<file path="src/hw/rtl/gpfp_pkg.sv">
// ----------------------------------------------------------------------------
// gpfp_pkg
// Shared widths, state and command types for the grid partition factor pair
// block.
// ----------------------------------------------------------------------------
package gpfp_pkg;

  // Width of a partition count and of each grid dimension
  localparam int COUNT_WIDTH = 16;
  // Width of an integer square root of a count
  localparam int ROOT_WIDTH  = (COUNT_WIDTH + 1) / 2;
  // Step counter covers the longer of the sqrt and divide sequences
  localparam int STEP_WIDTH  = $clog2(COUNT_WIDTH);
  // Stream bus widths, rounded up to whole bytes
  localparam int IN_TDATA_W  = ((COUNT_WIDTH + 7) / 8) * 8;
  localparam int OUT_TDATA_W = ((2 * COUNT_WIDTH + 7) / 8) * 8;

  // Controller states
  typedef enum logic [2:0] {
    ST_IDLE,
    ST_SQRT,
    ST_EVAL,
    ST_CAND,
    ST_DIV,
    ST_TEST,
    ST_RESULT
  } gpfp_state_t;

  // Which pair the result register takes
  typedef enum logic [1:0] {
    RES_SQUARE,
    RES_PRIME,
    RES_DIVISOR
  } gpfp_res_sel_t;

  // Controller to datapath commands
  typedef struct packed {
    logic          load;       // capture count, start square root
    logic          sqrt_step;  // one root digit
    logic          a_load;     // first candidate divisor = root
    logic          a_dec;      // next lower candidate
    logic          div_start;  // start n / a
    logic          div_step;   // one quotient bit
    logic          sel_load;   // latch result selection
    gpfp_res_sel_t sel;
    logic          out_load;   // write result register
  } gpfp_cmd_t;

  // Datapath to controller status
  typedef struct packed {
    logic step_last;     // step counter at zero
    logic sq_exact;      // square root remainder is zero
    logic a_le_one;      // candidate divisor at or below one
    logic div_rem_zero;  // divide remainder is zero
  } gpfp_sts_t;

endpackage

</file>
<file path="src/hw/rtl/gpfp_dp.sv">
// ----------------------------------------------------------------------------
// gpfp_dp
// Datapath: digit-by-digit square root, bit-serial restoring divider,
// candidate divisor register and result register.
// ----------------------------------------------------------------------------
module gpfp_dp (
  input  logic                          clk,
  input  logic [gpfp_pkg::COUNT_WIDTH-1:0] in_count,
  input  gpfp_pkg::gpfp_cmd_t           cmd,
  output gpfp_pkg::gpfp_sts_t           sts,
  output logic [gpfp_pkg::COUNT_WIDTH-1:0] rows,
  output logic [gpfp_pkg::COUNT_WIDTH-1:0] cols
);
  import gpfp_pkg::*;

  localparam int W  = COUNT_WIDTH;
  localparam int RW = ROOT_WIDTH;

  logic [W-1:0]      n_r;
  logic [2*RW-1:0]   sq_src_r;
  logic [RW-1:0]     sq_root_r;
  logic [RW+1:0]     sq_rem_r;
  logic [RW-1:0]     a_r;
  logic [RW-1:0]     dv_rem_r;
  logic [W-1:0]      dv_quo_r;
  logic [STEP_WIDTH-1:0] cnt_r;
  gpfp_res_sel_t     sel_r;
  logic [W-1:0]      rows_r;
  logic [W-1:0]      cols_r;

  logic [RW+3:0]     sq_tmp;
  logic [RW+3:0]     sq_trial;
  logic [RW+3:0]     sq_diff;
  logic              sq_ge;
  logic [RW:0]       dv_tmp;
  logic [RW:0]       dv_diff;
  logic              dv_ge;
  logic [W-1:0]      res_rows;
  logic [W-1:0]      res_cols;

  // Square root digit: bring down two bits, try (root << 2) | 1
  always_comb begin
    sq_tmp   = {sq_rem_r, sq_src_r[2*RW-1 -: 2]};
    sq_trial = {2'b00, sq_root_r, 2'b01};
    sq_diff  = sq_tmp - sq_trial;
    sq_ge    = (sq_tmp >= sq_trial);
  end

  // Restoring divide: shift in next dividend bit, compare with divisor
  always_comb begin
    dv_tmp  = {dv_rem_r, dv_quo_r[W-1]};
    dv_diff = dv_tmp - {1'b0, a_r};
    dv_ge   = (dv_tmp >= {1'b0, a_r});
  end

  // Result pair selection
  always_comb begin
    case (sel_r)
      RES_SQUARE: begin
        res_rows = W'(sq_root_r);
        res_cols = W'(sq_root_r);
      end
      RES_PRIME: begin
        res_rows = W'(1);
        res_cols = n_r;
      end
      RES_DIVISOR: begin
        res_rows = dv_quo_r;
        res_cols = W'(a_r);
      end
      default: begin
        res_rows = dv_quo_r;
        res_cols = W'(a_r);
      end
    endcase
  end

  // Datapath registers
  always_ff @(posedge clk) begin
    if (cmd.load) begin
      n_r       <= in_count;
      sq_src_r  <= (2*RW)'(in_count);
      sq_root_r <= '0;
      sq_rem_r  <= '0;
    end else if (cmd.sqrt_step) begin
      sq_src_r  <= sq_src_r << 2;
      sq_rem_r  <= sq_ge ? sq_diff[RW+1:0] : sq_tmp[RW+1:0];
      sq_root_r <= RW'({sq_root_r, sq_ge});
    end

    if (cmd.a_load) begin
      a_r <= sq_root_r;
    end else if (cmd.a_dec) begin
      a_r <= a_r - RW'(1);
    end

    if (cmd.div_start) begin
      dv_rem_r <= '0;
      dv_quo_r <= n_r;
    end else if (cmd.div_step) begin
      dv_rem_r <= dv_ge ? dv_diff[RW-1:0] : dv_tmp[RW-1:0];
      dv_quo_r <= {dv_quo_r[W-2:0], dv_ge};
    end

    // Step counter shared by both sequences
    if (cmd.load) begin
      cnt_r <= STEP_WIDTH'(RW - 1);
    end else if (cmd.div_start) begin
      cnt_r <= STEP_WIDTH'(W - 1);
    end else if (cmd.sqrt_step || cmd.div_step) begin
      cnt_r <= cnt_r - STEP_WIDTH'(1);
    end

    if (cmd.sel_load) begin
      sel_r <= cmd.sel;
    end

    if (cmd.out_load) begin
      rows_r <= res_rows;
      cols_r <= res_cols;
    end
  end

  assign sts.step_last    = (cnt_r == '0);
  assign sts.sq_exact     = (sq_rem_r == '0);
  assign sts.a_le_one     = (a_r <= RW'(1));
  assign sts.div_rem_zero = (dv_rem_r == '0);

  assign rows = rows_r;
  assign cols = cols_r;

endmodule

</file>
<file path="src/hw/rtl/gpfp_ctrl.sv">
// ----------------------------------------------------------------------------
// gpfp_ctrl
// Controller: sequences square root, divisor search and result hand-off,
// and owns the stream handshakes.
// ----------------------------------------------------------------------------
module gpfp_ctrl (
  input  logic                clk,
  input  logic                rst_n,
  input  logic                in_tvalid,
  output logic                in_tready,
  output logic                out_tvalid,
  input  logic                out_tready,
  input  gpfp_pkg::gpfp_sts_t sts,
  output gpfp_pkg::gpfp_cmd_t cmd
);
  import gpfp_pkg::*;

  gpfp_state_t state_r;
  gpfp_state_t state_nxt;
  logic        out_valid_r;
  logic        out_valid_nxt;
  logic        out_free;

  assign out_free = !out_valid_r || out_tready;

  // State and output valid registers
  always_ff @(posedge clk) begin
    if (!rst_n) begin
      state_r     <= ST_IDLE;
      out_valid_r <= 1'b0;
    end else begin
      state_r     <= state_nxt;
      out_valid_r <= out_valid_nxt;
    end
  end

  // Next state and commands
  always_comb begin
    state_nxt = state_r;
    cmd       = '0;
    cmd.sel   = RES_SQUARE;
    in_tready = 1'b0;

    case (state_r)
      ST_IDLE: begin
        in_tready = 1'b1;
        if (in_tvalid) begin
          cmd.load  = 1'b1;
          state_nxt = ST_SQRT;
        end
      end
      ST_SQRT: begin
        cmd.sqrt_step = 1'b1;
        if (sts.step_last) begin
          state_nxt = ST_EVAL;
        end
      end
      // Exact square (count of one included) ends here
      ST_EVAL: begin
        if (sts.sq_exact) begin
          cmd.sel_load = 1'b1;
          cmd.sel      = RES_SQUARE;
          state_nxt    = ST_RESULT;
        end else begin
          cmd.a_load = 1'b1;
          state_nxt  = ST_CAND;
        end
      end
      // No divisor above one left: prime
      ST_CAND: begin
        if (sts.a_le_one) begin
          cmd.sel_load = 1'b1;
          cmd.sel      = RES_PRIME;
          state_nxt    = ST_RESULT;
        end else begin
          cmd.div_start = 1'b1;
          state_nxt     = ST_DIV;
        end
      end
      ST_DIV: begin
        cmd.div_step = 1'b1;
        if (sts.step_last) begin
          state_nxt = ST_TEST;
        end
      end
      ST_TEST: begin
        if (sts.div_rem_zero) begin
          cmd.sel_load = 1'b1;
          cmd.sel      = RES_DIVISOR;
          state_nxt    = ST_RESULT;
        end else begin
          cmd.a_dec = 1'b1;
          state_nxt = ST_CAND;
        end
      end
      ST_RESULT: begin
        if (out_free) begin
          cmd.out_load = 1'b1;
          state_nxt    = ST_IDLE;
        end
      end
      default: begin
        state_nxt = ST_IDLE;
      end
    endcase
  end

  // Result register valid
  always_comb begin
    if (cmd.out_load) begin
      out_valid_nxt = 1'b1;
    end else if (out_tready) begin
      out_valid_nxt = 1'b0;
    end else begin
      out_valid_nxt = out_valid_r;
    end
  end

  assign out_tvalid = out_valid_r;

endmodule

</file>
<file path="src/hw/rtl/grid_partition_factor_pair_core.sv">
// ----------------------------------------------------------------------------
// grid_partition_factor_pair_core
// Splits a partition count into the closest rows-by-columns factor pair.
// ----------------------------------------------------------------------------
// One count in, one (rows, cols) pair out. A perfect square (and a count of
// one) gives root by root; zero gives 0 by 0. Otherwise divisors are tried
// from floor(sqrt(n)) downward and the first one a gives rows = n / a,
// cols = a; a prime gives 1 by n. Items are handled one at a time: the
// square root yields one root bit a cycle, and each candidate divisor
// is tried by a bit-serial restoring divide followed by a remainder test
// and a decrement. The result sits in an output register, so the next
// count is taken while a result still waits.
// ----------------------------------------------------------------------------
module grid_partition_factor_pair_core (
  input  logic                               clk,
  input  logic                               rst_n,
  // [15:0] partition_count
  input  logic [gpfp_pkg::IN_TDATA_W-1:0]    in_tdata,
  input  logic                               in_tvalid,
  output logic                               in_tready,
  // [15:0] grid_rows, [31:16] grid_cols
  output logic [gpfp_pkg::OUT_TDATA_W-1:0]   out_tdata,
  output logic                               out_tvalid,
  input  logic                               out_tready
);
  import gpfp_pkg::*;

  gpfp_cmd_t              cmd;
  gpfp_sts_t              sts;
  logic [COUNT_WIDTH-1:0] grid_rows;
  logic [COUNT_WIDTH-1:0] grid_cols;

  // Sequencer
  gpfp_ctrl u_ctrl (
    .clk        (clk),
    .rst_n      (rst_n),
    .in_tvalid  (in_tvalid),
    .in_tready  (in_tready),
    .out_tvalid (out_tvalid),
    .out_tready (out_tready),
    .sts        (sts),
    .cmd        (cmd)
  );

  // Arithmetic
  gpfp_dp u_dp (
    .clk      (clk),
    .in_count (in_tdata[COUNT_WIDTH-1:0]),
    .cmd      (cmd),
    .sts      (sts),
    .rows     (grid_rows),
    .cols     (grid_cols)
  );

  assign out_tdata = OUT_TDATA_W'({grid_cols, grid_rows});

  // Block is busy right after taking a count
  a_busy_after_accept: assert property (
    @(posedge clk) disable iff (!rst_n)
    (in_tvalid && in_tready) |=> !in_tready
  ) else $error("input accepted again while computing");

  // A divisor result only follows an exact division
  a_divisor_exact: assert property (
    @(posedge clk) disable iff (!rst_n)
    (cmd.sel_load && cmd.sel == RES_DIVISOR) |-> sts.div_rem_zero
  ) else $error("divisor chosen with nonzero remainder");

  // Result write always raises the output valid
  a_out_load_valid: assert property (
    @(posedge clk) disable iff (!rst_n)
    cmd.out_load |=> out_tvalid
  ) else $error("result written but not presented");

  // At most one datapath sequencing command per cycle
  a_cmd_exclusive: assert property (
    @(posedge clk) disable iff (!rst_n)
    $onehot0({cmd.load, cmd.sqrt_step, cmd.div_start, cmd.div_step, cmd.a_dec,
              cmd.out_load})
  ) else $error("conflicting datapath commands");

endmodule
</file>
<file path="config.mk">
export PLATFORM = sky130hd
export DESIGN_NAME = grid_partition_factor_pair_core
export DESIGN_NICKNAME = d
export VERILOG_FILES = /design/src/hw/rtl/gpfp_pkg.sv /design/src/hw/rtl/gpfp_dp.sv /design/src/hw/rtl/gpfp_ctrl.sv /design/src/hw/rtl/grid_partition_factor_pair_core.sv
export SDC_FILE = /design/constraint.sdc
export NUM_CORES = 1
export LEC_CHECK = 0
export BUFFER_PORTS_ARGS = -buffer_cell sky130_fd_sc_hd__buf_2
export CAP_MARGIN = 20
export CORE_ASPECT_RATIO = 0.9
export CORE_MARGIN = 5
export CORE_UTILIZATION = 64
export DETAILED_ROUTE_END_ITERATION = 16
export GPL_TIMING_DRIVEN = 0
export HOLD_SLACK_MARGIN = 0.02
export MAX_ROUTING_LAYER = met4
export PLACE_DENSITY = 0.85
export RECOVER_POWER = 100
export SLEW_MARGIN = 20
export SYNTH_ARGS = -nofsm -noshare
export SYNTH_HDL_FRONTEND = slang
export SYNTH_SLANG_ARGS = --single-unit
</file>
<file path="constraint.sdc">
create_clock -name clk -period 4.95 [get_ports clk]
set_input_delay 0.7425 -clock clk [delete_from_list [all_inputs] [get_ports clk]]
set_output_delay 0.7425 -clock clk [all_outputs]
set_load 0.005 [all_outputs]
</file>
# Word-level counts from Yosys, hierarchy flattened
# Index checks and enable logic that the tools add are counted.
word_totals:
  reg_bits: 124
  inputBits: 20
  output_inout_bits: 34
  elab_cells: 86
classes:
  add_sub_neg: 4
  n_lt_le_gt_ge: 3
  eq_ne: 11
  n_mux: 39
  reduce_logical: 15
ops:
  columns: ["op", "count"]
  rows:
  - ["16-bit two-way mux", 4]
  - ["16-bit case mux with 2 select lines", 2]
  - ["3-bit two-way mux", 9]
  - ["8-bit two-way mux", 3]
  - ["3-bit case mux with 7 select lines", 1]
  - ["1-bit two-way mux", 15]
  - ["12-bit by 10-bit >= comparator with 1-bit output", 1]
  - ["10-bit zero test", 1]
  - ["10-bit two-way mux", 1]
  - ["2-bit nonzero test", 5]
  - ["10-bit subtractor", 1]
  - ["3-bit equality test, second input constant", 3]
  - ["9-bit by 8-bit >= comparator with 1-bit output", 1]
  - ["3-bit case mux with 3 select lines", 1]
  - ["8-bit by 1-bit less-or-equal comparator with 1-bit output, second input constant", 1]
  - ["8-bit zero test", 1]
  - ["4-bit two-way mux", 2]
  - ["8-bit by 1-bit subtractor with 8-bit output, second input constant", 1]
  - ["8-bit subtractor", 1]
  - ["3-bit by 2-bit equality test with 1-bit output, second input constant", 2]
  - ["2-bit inequality test, second input constant", 3]
  - ["4-bit zero test", 1]
  - ["4-bit AND reduction", 1]
  - ["4-bit by 1-bit subtractor with 4-bit output, second input constant", 1]
  - ["9 further kinds", 10]

# Depth between registers and ports, before layout
depth:
  word_depth: 5
  depth_mapped: 9
  depth_no_buf: 9

# Modules after synthesis
# From an unflattened synthesis, not the netlist that was laid out.
hier_totals:
  cells_unflattened: 596
  hier_area_um2: 6503.7
modules_own_cells:
  columns: ["mod", "instances", "cells_each", "area_per_inst_um2", "seq_area_each_um2"]
  rows:
  - ["gpfp_dp", 1, 546, 6114.6, 3303.2]
  - ["gpfp_ctrl", 1, 50, 389.1, 80.1]

# Worst setup path after synthesis
# OpenSTA, ideal clock, no wires.
synth_path:
  path_type: "input port to flip-flop"
  startpoint: "input out_tready"
  endpoint: "register u_dp.cols_r[0], in the netlist u_dp.cols[0], enable pin"
  setup_ns: 0.421
  t_arrival_ns: 2.301
  required_time_ns: 4.529
  setup_slack_ns: 2.228
  stages: 3
  n_path_buf: 0
  cell_sequence: "nand2b_1 nand2_1 nor2_1"
synth_rtl:
  columns: ["element", "line_no", "text"]
  rows:
  - ["start: declaration", "grid_partition_factor_pair_core.sv:24", "input logic out_tready"]
  - ["end signal: assignment", "gpfp_dp.sv:120", "cols_r <= res_cols;"]
  - ["end: declaration", "gpfp_dp.sv:29", "logic [W-1:0] cols_r;"]

# Worst setup path in the final report
layout_path:
  startpoint: "register u_dp.a_r[2]"
  endpoint: "register u_dp.dv_quo_r[5], enable pin"
layout_between:
  elab_chain_len: 4
layout_rtl:
  columns: ["element", "line_no", "text"]
  rows:
  - ["start: declaration", "gpfp_dp.sv:23", "logic [RW-1:0] a_r;"]
  - ["start signal: assignment", "gpfp_dp.sv:92", "a_r <= sq_root_r;"]
  - ["start signal: assignment", "gpfp_dp.sv:94", "a_r <= a_r - RW'(1);"]
  - ["8-bit by 1-bit less-or-equal comparator with 1-bit output", "gpfp_dp.sv:126", "assign sts.a_le_one = (a_r <= RW'(1));"]
  - ["1-bit two-way mux", "gpfp_ctrl.sv:71", "if (sts.a_le_one) begin"]
  - ["1-bit two-way mux", "gpfp_ctrl.sv:44", "case (state_r)"]
  - ["2-bit nonzero test (no line)", null, null]
  - ["end signal: assignment", "gpfp_dp.sv:99", "dv_quo_r <= n_r;"]
  - ["end signal: assignment", "gpfp_dp.sv:102", "dv_quo_r <= {dv_quo_r[W-2:0], dv_ge};"]
  - ["end: declaration", "gpfp_dp.sv:25", "logic [W-1:0] dv_quo_r;"]
# Every way passes these cells.
# A chain may end at the register's enable or synchronous reset.

==> results.json <==
{
  "path_class": "flip-flop to flip-flop",
  "fin_worst_skew_ns": 0.007308,
  "peakVddDrop_mv": 0.4427,
  "max-slew-margin-rel_pct": -6.857,
  "required_ns": 5.04,
  "yosysSeqAreaShare_pct": 54.56,
  "grt_pass1_vias": 4627,
  "p_leak_uw": 0.002760,
  "die_w_microns": 113.8,
  "dr.pass1.iters": 5,
  "hold_viol": 0,
  "cap_violations": 1,
  "slew_violations": 32,
  "post-dp-hpwl_mm": 10.54,
  "wl_mm": 15.05,
  "route.vias.total": 4807,
  "violations": "capacitance limit, slew limit",
  "cts.sinks": 124,
  "cts_setup_buffers": 0,
  "grt_use_total_pct": 26.85,
  "critPathCaptureType": "flip-flop",
  "fin_nets": 705,
  "n_antenna_cell": 0,
  "final-setup-viol-count": 0,
  "initial_utilization_pct": 64.78,
  "synthToLayoutAreaGrowth_pct": 14.91,
  "worst_pin_slew_ns": 1.603,
  "max_freq_mhz": 280.5,
  "dp_cells": 770,
  "tns_ns": 0,
  "hp-class": "primary input to flip-flop",
  "syn-num-nets": 630,
  "ant_nets": 0,
  "synthFlopType": "edfxtp_1",
  "powerDensity_mw_per_mm2": 440.6,
  "die_h_microns": 103.4,
  "crit_fanout": 16,
  "clk_pin_slew_ns": 0.06,
  "grt_overflow_total": 0,
  "drc": 0,
  "period_share_pct": 72.01,
  "cp-start-kind": "flip-flop",
  "avgSynthCellArea_sq_um": 10.55,
  "clock-root-buffer": "clkbuf_8",
  "ys_ff_latch": 124,
  "synth-async-reset-ratio_pct": 0,
  "place_ws_ns": 2.083,
  "core-area_sq_mm": 0.009572,
  "dr.first_iter.drc_count": 516,
  "die_area_sq_mm": 0.01176,
  "post_drt_via_cell_ratio": 5.994,
  "clk_latency_ns": 0.52,
  "wl_per_cell_microns": 18.77,
  "grt_max_degree": 32,
  "ys_warn_count": 0,
  "io_buffers": 53,
  "placementRows": 34,
  "ctsHoldBuffers": 0,
  "gp_congestion": 0.9290,
  "cts_tree": "built",
  "final.setup.worst_slack_ns": 1.386,
  "hold_slack_ns": 0.4183,
  "yosysUniqueCellTypes": 53,
  "clockBufferDepth": 2,
  "drive_gt1_share_pct": 10.95,
  "synth-edff-count": 90,
  "htreeDepth": 4,
  "cp.arrival_ns": 3.66,
  "final_cells": 802,
  "antenna_found_initial": 0,
  "io_pins": 54,
  "cts_made_buffers": 17,
  "grt_pass1_wl_mm": 23.23,
  "cts_resized": 0,
  "syn_inst": 588,
  "min_period_ns": 3.564,
  "status": "complete, but fails checks",
  "rsz0062_at_grt": "no",
  "fillers": 610,
  "syn_area_sq_mm": 0.006201
}
==> path summary, 6_finish.rpt <==
check	slack, ns	start	cells past startpoint	to
setup / recovery	1.39	u_dp.a_r[2]	6	u_dp.dv_quo_r[5]
hold / removal	0.42	in_tdata[11]	1	u_dp.n_r[11]
setup reg to reg	1.39	u_dp.a_r[2]	6	u_dp.dv_quo_r[5]
hold reg to reg	0.51	u_dp.sq_root_r[4]	2	u_dp.sq_root_r[5]
==> power breakdown <==
| part | switching [uW] | internal (uW) |
|---|---|---|
| registers | 64.1 | 1190 |
| clock network | 483 | 831 |
| logic | 336 | 236 |
| total | 884 | 2260 |
==> synthesized netlist by cell type, types with 3 or more instances <==
library cell / count / area [sq um]
dfxtp_1: 34 / 680.7
mux2_2: 17 / 191.4
nand4_1: 4 / 25.02
nor3_1: 13 / 65.06
nor2b_1: 8 / 50.05
clkbuf_1: 17 / 63.81
a21o_1: 4 / 30.03
nor2_1: 26 / 97.59
nand2_1: 106 / 397.9
nor4_1: 5 / 31.28
xor2_1: 10 / 87.58
nand2b_1: 11 / 68.82
a21boi_0: 6 / 45.04
and3_1: 4 / 25.02
edfxtp_1: 90 / 2703
o21ai_0: 47 / 235.2
mux2i_1: 15 / 150.1
nand3_1: 19 / 95.09
ha_1: 21 / 262.8
a21oi_1: 28 / 140.1
inv_1: 30 / 112.6
o31ai_1: 4 / 30.03
xnor2_1: 11 / 96.34
and2_1: 17 / 106.4
a31oi_1: 3 / 18.77
==> layout by cell type, fill, tap and decap left out, types with 21 or more instances in the layout <==
| master | instances |
|---|---|
| a21oi_1 | 28 |
| edfxtp_1 | 90 |
| o21ai_0 | 47 |
| clkbuf_1 | 60 |
| nor2_1 | 26 |
| dfxtp_1 | 34 |
| nand2_1 | 106 |
| ha_1 | 21 |
| inv_1 | 30 |
| buf_2 | 21 |
==> stage by stage <==
step                power, uW  util [%]  cell area [sq um]
floorplan                1683         -               6201
CTS                      3140     76.26               7300
finish                   3139     74.44               7126
global placement         1793     69.20               6624
global route             3261     74.44               7126
detailed placement       1826     69.73               6674
==> logic make-up (layout without fill, tap and decap cells) <==
group,count (synthesis),in the layout,synth area share [%]
mux,32,32,5.508
flops,124,124,54.56
buf+inv,56,144,4.863
simple gates,225,225,17.29
fa+ha+maj,22,22,4.560
xor+xnor,21,21,2.966
compound gates,108,108,10.25
==> routing by layer <==
metal  vias to the layer above  global-route usage (%)  wire length, microns
met5                         -                       -                     0
li1                       2241                       -                     -
met3                        31                   5.526                  1247
met2                       238                   45.31                  7530
met1                      2297                   32.66                  5972
met4                         0                   8.965                   303
==> sequential cells by signal, indices dropped and copies added, names as in the netlist, 10 cells and up <==
| register | cells |
|---|---|
| u_dp.n_r | 16 |
| u_dp.sq_rem_r | 10 |
| u_dp.cols | 16 |
| u_dp.rows | 16 |
| u_dp.dv_quo_r | 16 |
| u_dp.sq_src_r | 16 |
==> area by class of cell <==
class                   instances  area, sq um  share of cell area [%]
multi-input cells             408         2496                   35.03
clock inverters                14        207.7                   2.915
clock buffers                  18        417.9                   5.865
repair buffers                 56        235.2                   3.301
inverters                      31        116.4                   1.633
well taps                     126        157.7                   2.212
plain buffers                  25        111.4                   1.563
flip-flops and latches        124         3383                   47.48
==> critical path, cell delays in order, from the launching register on <==
cell      delay (ns)
edfxtp_1        0.46
or4_1           0.64
or4_1           0.58
nand3_1         0.16
clkbuf_1        0.64
buf_12          0.22
nand2_1         0.43
Note: power is estimated with default switching activity, not from simulation.
